**config.mk**
```make
export PLATFORM = sky130hd
export DESIGN_NAME = ebc_ctrl
export DESIGN_NICKNAME = d
export VERILOG_FILES = /design/src/hdl/ebc_pkg.sv /design/src/hdl/ebc_ctrl.sv
export VERILOG_INCLUDE_DIRS = /design/src /design/src/hdl
export SDC_FILE = /design/constraint.sdc
export NUM_CORES = 1
export LEC_CHECK = 0
export BUFFER_PORTS_ARGS = -buffer_cell sky130_fd_sc_hd__buf_2
export CELL_PAD_IN_SITES_DETAIL_PLACEMENT = 0
export CELL_PAD_IN_SITES_GLOBAL_PLACEMENT = 2
export CORE_AREA = 2 2 41 43
export CTS_CLUSTER_SIZE = 8
export DETAILED_ROUTE_END_ITERATION = 12
export DIE_AREA = 0 0 43 45
export PLACE_DENSITY = 0.68
export SYNTH_ARGS = -nofsm -noshare
export SYNTH_HDL_FRONTEND = slang
export SYNTH_SLANG_ARGS = --single-unit
```
**constraint.sdc**
```tcl
create_clock -name clk -period 1.15 [get_ports clk]
set_input_delay 0.115 -clock clk [delete_from_list [all_inputs] [get_ports clk]]
set_output_delay 0.115 -clock clk [all_outputs]
set_load 0.02 [all_outputs]
```
**src/hdl/eight_bit_cpu_low_opcode_execute_core_macros.svh**
```systemverilog
// Assertion macros for the low-opcode execute core.
`ifndef EIGHT_BIT_CPU_LOW_OPCODE_EXECUTE_CORE_MACROS_SVH
`define EIGHT_BIT_CPU_LOW_OPCODE_EXECUTE_CORE_MACROS_SVH
`ifndef SYNTHESIS
`define EBC_ASSERT(lbl, prop) \
    lbl: assert property (@(posedge clk) disable iff (!rst_n) prop) \
        else $error("execute core check failed");
`define EBC_NEVER(lbl, a, b) \
    lbl: assert property (@(posedge clk) disable iff (!rst_n) (a) |-> !(b)) \
        else $error("execute core forbidden combination");
`else
`define EBC_ASSERT(lbl, prop)
`define EBC_NEVER(lbl, a, b)
`endif
`endif

```
**src/hdl/ebc_pkg.sv**
```systemverilog
// Shared types, constants and functions of the low-opcode execute core.
package ebc_pkg;

    localparam int MEM_AW = 16;

    localparam logic [1:0] SEL_CLR = 2'd0;
    localparam logic [1:0] SEL_A0  = 2'd1;
    localparam logic [1:0] SEL_A1  = 2'd2;

    localparam logic [7:0] OP_SHLD = 8'h22;

    typedef struct packed {
        logic       clear_we;
        logic [1:0] mem_sel;
        logic       rd_en;
        logic       capture;
        logic       load_in;
        logic       commit;
        logic       wr2;
    } ebc_cmd_t;

    typedef struct packed {
        logic clr_last;
        logic is_shld;
    } ebc_sts_t;

    function automatic logic [1:0] instr_len(input logic [7:0] op);
        logic [1:0] len;
        len = 2'd1;
        if (op < 8'h40) begin
            if (op[3:0] == 4'h1 || op == 8'h22 || op == 8'h2a || op == 8'h32 || op == 8'h3a)
                len = 2'd3;
            else if (op[2:0] == 3'd6)
                len = 2'd2;
        end else if (op >= 8'hc0) begin
            if (op[2:0] == 3'd6 || op == 8'hd3 || op == 8'hdb)
                len = 2'd2;
            else if (op[2:0] == 3'd2 || op[2:0] == 3'd4 || op == 8'hc3 || op == 8'hcb
                     || op == 8'hcd || op == 8'hdd || op == 8'hed || op == 8'hfd)
                len = 2'd3;
        end
        return len;
    endfunction

endpackage

```
**src/hdl/ebc_ctrl.sv**
```systemverilog
// Sequencer: memory clear after reset, then per-item access and commit steps.
module ebc_ctrl (
    input  logic              clk,
    input  logic              rst_n,
    input  logic              in_valid,
    output logic              in_stall,
    output logic              out_valid,
    input  logic              out_stall,
    input  ebc_pkg::ebc_sts_t sts,
    output ebc_pkg::ebc_cmd_t cmd
);
    import ebc_pkg::*;
`include "eight_bit_cpu_low_opcode_execute_core_macros.svh"

    localparam logic [2:0] ST_CLEAR  = 3'd0;
    localparam logic [2:0] ST_IDLE   = 3'd1;
    localparam logic [2:0] ST_ACC1   = 3'd2;
    localparam logic [2:0] ST_ACC2   = 3'd3;
    localparam logic [2:0] ST_COMMIT = 3'd4;
    localparam logic [2:0] ST_WR2    = 3'd5;

    logic [2:0] state_reg, state_next;
    logic       out_valid_reg, out_valid_next;
    logic       out_free;

    assign out_free  = !out_valid_reg || !out_stall;
    assign in_stall  = (state_reg != ST_IDLE);
    assign out_valid = out_valid_reg;

    always_comb
    begin
        state_next = state_reg;
        cmd        = '0;
        cmd.mem_sel = SEL_A0;
        case (state_reg)
            ST_CLEAR:
            begin
                cmd.clear_we = 1'b1;
                cmd.mem_sel  = SEL_CLR;
                if (sts.clr_last)
                    state_next = ST_IDLE;
            end
            ST_IDLE:
            begin
                if (in_valid)
                begin
                    cmd.load_in = 1'b1;
                    state_next  = ST_ACC1;
                end
            end
            ST_ACC1:
            begin
                cmd.rd_en  = 1'b1;
                state_next = ST_ACC2;
            end
            ST_ACC2:
            begin
                cmd.mem_sel = SEL_A1;
                cmd.rd_en   = 1'b1;
                cmd.capture = 1'b1;
                state_next  = ST_COMMIT;
            end
            ST_COMMIT:
            begin
                // hold until the output register can take the item
                if (out_free)
                begin
                    cmd.commit = 1'b1;
                    state_next = sts.is_shld ? ST_WR2 : ST_IDLE;
                end
            end
            ST_WR2:
            begin
                cmd.mem_sel = SEL_A1;
                cmd.wr2     = 1'b1;
                state_next  = ST_IDLE;
            end
            default:
            begin
                state_next = ST_IDLE;
            end
        endcase
    end

    always_comb
    begin
        out_valid_next = out_valid_reg;
        if (out_valid_reg && !out_stall)
            out_valid_next = 1'b0;
        if (cmd.commit)
            out_valid_next = 1'b1;
    end

    always_ff @(posedge clk or negedge rst_n)
    begin
        if (!rst_n)
        begin
            state_reg     <= ST_CLEAR;
            out_valid_reg <= 1'b0;
        end
        else
        begin
            state_reg     <= state_next;
            out_valid_reg <= out_valid_next;
        end
    end

    `EBC_ASSERT(a_commit_shows, cmd.commit |=> out_valid_reg)
    `EBC_NEVER(a_clear_blocks, state_reg == ST_CLEAR, !in_stall)
    `EBC_ASSERT(a_wr2_after_commit, (state_reg == ST_WR2) |-> $past(cmd.commit) && $past(sts.is_shld))
    `EBC_NEVER(a_no_commit_when_full, cmd.commit, out_valid_reg && out_stall)

endmodule

```
==> metrics.md <==
| Metric | Value |
|---|---|
| Worst setup margin | -0.200 ns |
| WL met2 | 340 um |
| CP peak stage delay | around 0.45 ns |
| Synth Area per Inst | 8.61 um^2 |
| Antenna Cells | 0 |
| Die area | 0.00194 mm^2 |
| IO Count | 16 |
| End point of the critical path | cmd[5] |
| Total global routing overflow | 0 |
| GP Congestion | 0.694 |
| Status | finished with violations |
| Number of global-route vias before repair | roughly 290 |
| Total number of H-tree levels | 1 |
| Setup TNS | -1.15 ns |
| Area Growth Syn to Fin | 81.5% |
| Count of pins over their slew limit | 0 |
| Overall Power | 1.74 mW |
| Die Width | 43 um |
| Clock Skew | 0.00174 ns |
| Reg clk slew, reported paths | approximately 0.040 ns |
| Starting Density | between 10% and 20% |
| Crit path required time | 1.03 ns |
| Layout cells sized above 1 | 69.6% |
| Worst Max-Slew Pin Slew | just over 0.2 ns |
| Critical Path Start | state_reg[1] |
| Sequential power share | roughly a fifth |
| Max Used Layer | met3 |
| Synth Cell Area | 284 um^2 |
| Dpl ws | -0.0109 ns |
| RSZ-0062 raised after global routing | true |
| Synth cell types | 17 |
| Wl on met1 | around 280 um |
| CTS buffer count | 3 |
| Post-synthesis sequential area ratio | 35.2% |
| Synthesized flop and latch total | 4 |
| Max transition margin | 86.2% |
| Psw | 0.756 mW |
| Max FFs per register | 3 |
| Vias | ~300 |
| WL/cell | 8.94 um |
| Max Cap Violations | 0 |
| Power share of the clock group | under 10% |
| Power Internal | between 0.9 and 1 mW |
| Router iterations before antenna repair | 2 |
| PortBufs | 15 |
| Sw frac | 43.6% |
| Max IR drop VDD | 876 uV |
| Met3 wire length | roughly 26 um |
| CTS tree | done |
| Clock buffer depth | 2 |
| Row cnt | 14 |
| Total Routed Length | 644 um |
| Ys Warns | 0 |
| CP cell instances | nor2b_4 -> o21a_1 -> nor2_4 -> buf_6 |
| LEAKAGE | about 0.25 nW |
| Total GRT Usage | roughly 8% |
| Detailed Route Iter0 Violations | 2 |
| Delay-heaviest family, CP | flip-flops |
| WP data arrival | 1.23 ns |
| Hold Crit Start | sts[0] |
| Final period demand of the worst path | roughly 1.3 ns |
| Die Span Y | around 45 um |
| Fin crit share | 117% |
| Final Hold Fails | 0 |
| Commonest cells after routing, fill and taps aside | buf_4, buf_2, buf_6 |
| Largest net degree at the start of global routing | 7 |
| Initial antenna violation count | 0 |
| Final setup violation count | 8 |
| Synthesized Nets | 39 |
| CTS root buffer | clkbuf_4 |
| Std-Cell Core Area | 0.00147 mm^2 |
| Cell count after synthesis | 33 |
| Crit start category | flip-flop |
| Reg2reg setup slack | 0.03 ns |
| Slowest cell on crit path | dfrtp_2 |
| Most common cell after layout, fill and taps aside | buf_4 |
| Post-route ant nets | 0 |
| Clk_lat worst skew | 0.23 ns |
| CTS Sinks | 4 |
| WP buf/inv | 1 |
| Worst R2R Path Depth | 5 |
| Nets | 64 |
| HPWL after DPL | 515 um |
| Logic gate share of total power | 70.3% |
| Worst-path fanout max | 6 |
| Critical path class | flip-flop to output port |
| Reg2reg start | state_reg[2] |
| Worst Setup End Kind | output port |
| Violated checks | setup timing |
| Post-route DRC | 0 |
| Cell count along the critical path | 4 |
| Fill count | about 170 |
| First-pass GRT wire length | 1.14 mm |
| Reg2reg end | state_reg[0] |
| Via density | 4.18 |
| Min-delay worst type | input pin to flip-flop |
| Power Density | 3370 mW/mm^2 |
| Fmax | 0.741 GHz |
[worst min-delay path by stage]
| stage | to | slack, ns | cells after the start |
|---|---|---|---|
| 4_1_cts | out_valid | 0.12 | 3 |
| 6_report | state_reg[2] | 0.14 | 3 |
| 2_1_floorplan | out_valid | -0.18 | 0 |
| 3_3_place_gp | state_reg[1] | -0.08 | 1 |
| 5_1_grt | state_reg[2] | 0.15 | 3 |
| 3_5_place_dp | state_reg[0] | -0.08 | 1 |
[cell usage after synthesis, drive strengths merged]
library cell  instances  area share, %
a21oi                 3            5.3
and2                  1            3.1
buf                   3             11
dfrtp                 4             35
inv                   1            1.3
mux2                  1            4.0
nand2                 5            6.6
nand2b                1            2.2
nand3                 1            1.8
nor2                  5            6.6
nor2b                 3             12
nor3                  1            1.8
o21a                  2            5.3
o21ai                 1            1.8
o21bai                1            2.6
[per-stage QoR]
stage	utilization [%]	hold WS [ns]	area, um^2	cells
2_1_floorplan	-	-0.181	299	33
6_report	35.0	0.141	515	72
3_5_place_dp	27.3	-0.0795	402	66
5_1_grt	35.0	0.150	515	72
4_1_cts	32.8	0.118	483	71
3_3_place_gp	27.3	-0.0786	402	66
[cells by family (layout without fill, tap and decap cells)]
logic type / count (synthesis) / in the layout / share of synthesized area (%)
buffers and inverters: 4 / 27 / 11.9
multiplexers: 1 / 1 / 3.96
AO/OA/AOI/OAI: 7 / 7 / 15.0
flip-flops: 4 / 4 / 35.2
AND/OR/NAND/NOR: 17 / 17 / 33.9
[worst reg2reg max path, cell delays in order, from the launching register on]
cell and delay (ns):
dfrtp_2 0.44, buf_6 0.14, buf_4 0.13, buf_6 0.11, o21ai_1 0.11, a21oi_1 0.07
[power groups by stage]
stage	clock network, mW	registers, mW	logic, mW
after CTS	0.175	0.335	1.14
after global placement	0	0.314	0.965
after detailed placement	0	0.310	0.964
final	0.170	0.345	1.22
after global routing	0.188	0.364	1.32
after floorplan	0	0.281	0.728
[cell type report]
cell class	count	area, um^2	area share (%)
clock buffers	3	22.5	4.37
inverters	1	3.75	0.728
multi-input cells	25	185	35.9
flip-flops and latches	4	104	20.1
well taps	16	20.0	3.88
repair buffers	23	180	35.0
[layer usage]
layer / track usage, % / up-vias
met5: 0 / -
met4: 7.27 / 0
met3: 0.400 / 0
met2: 11.8 / 8
met1: 10.3 / 139
li1: - / 154
[what timing repair did]
action / 4_1_cts / 5_1_grt
hold buffers: 1 / 0
endpoints found under the hold margin: 4 / 0
setup endpoints to repair: 8 / 9
resized for setup: 14 / 9
setup buffers: 1 / 1
pin swaps: 2 / 4
No activity file was read; power rests on OpenSTA's default activity.
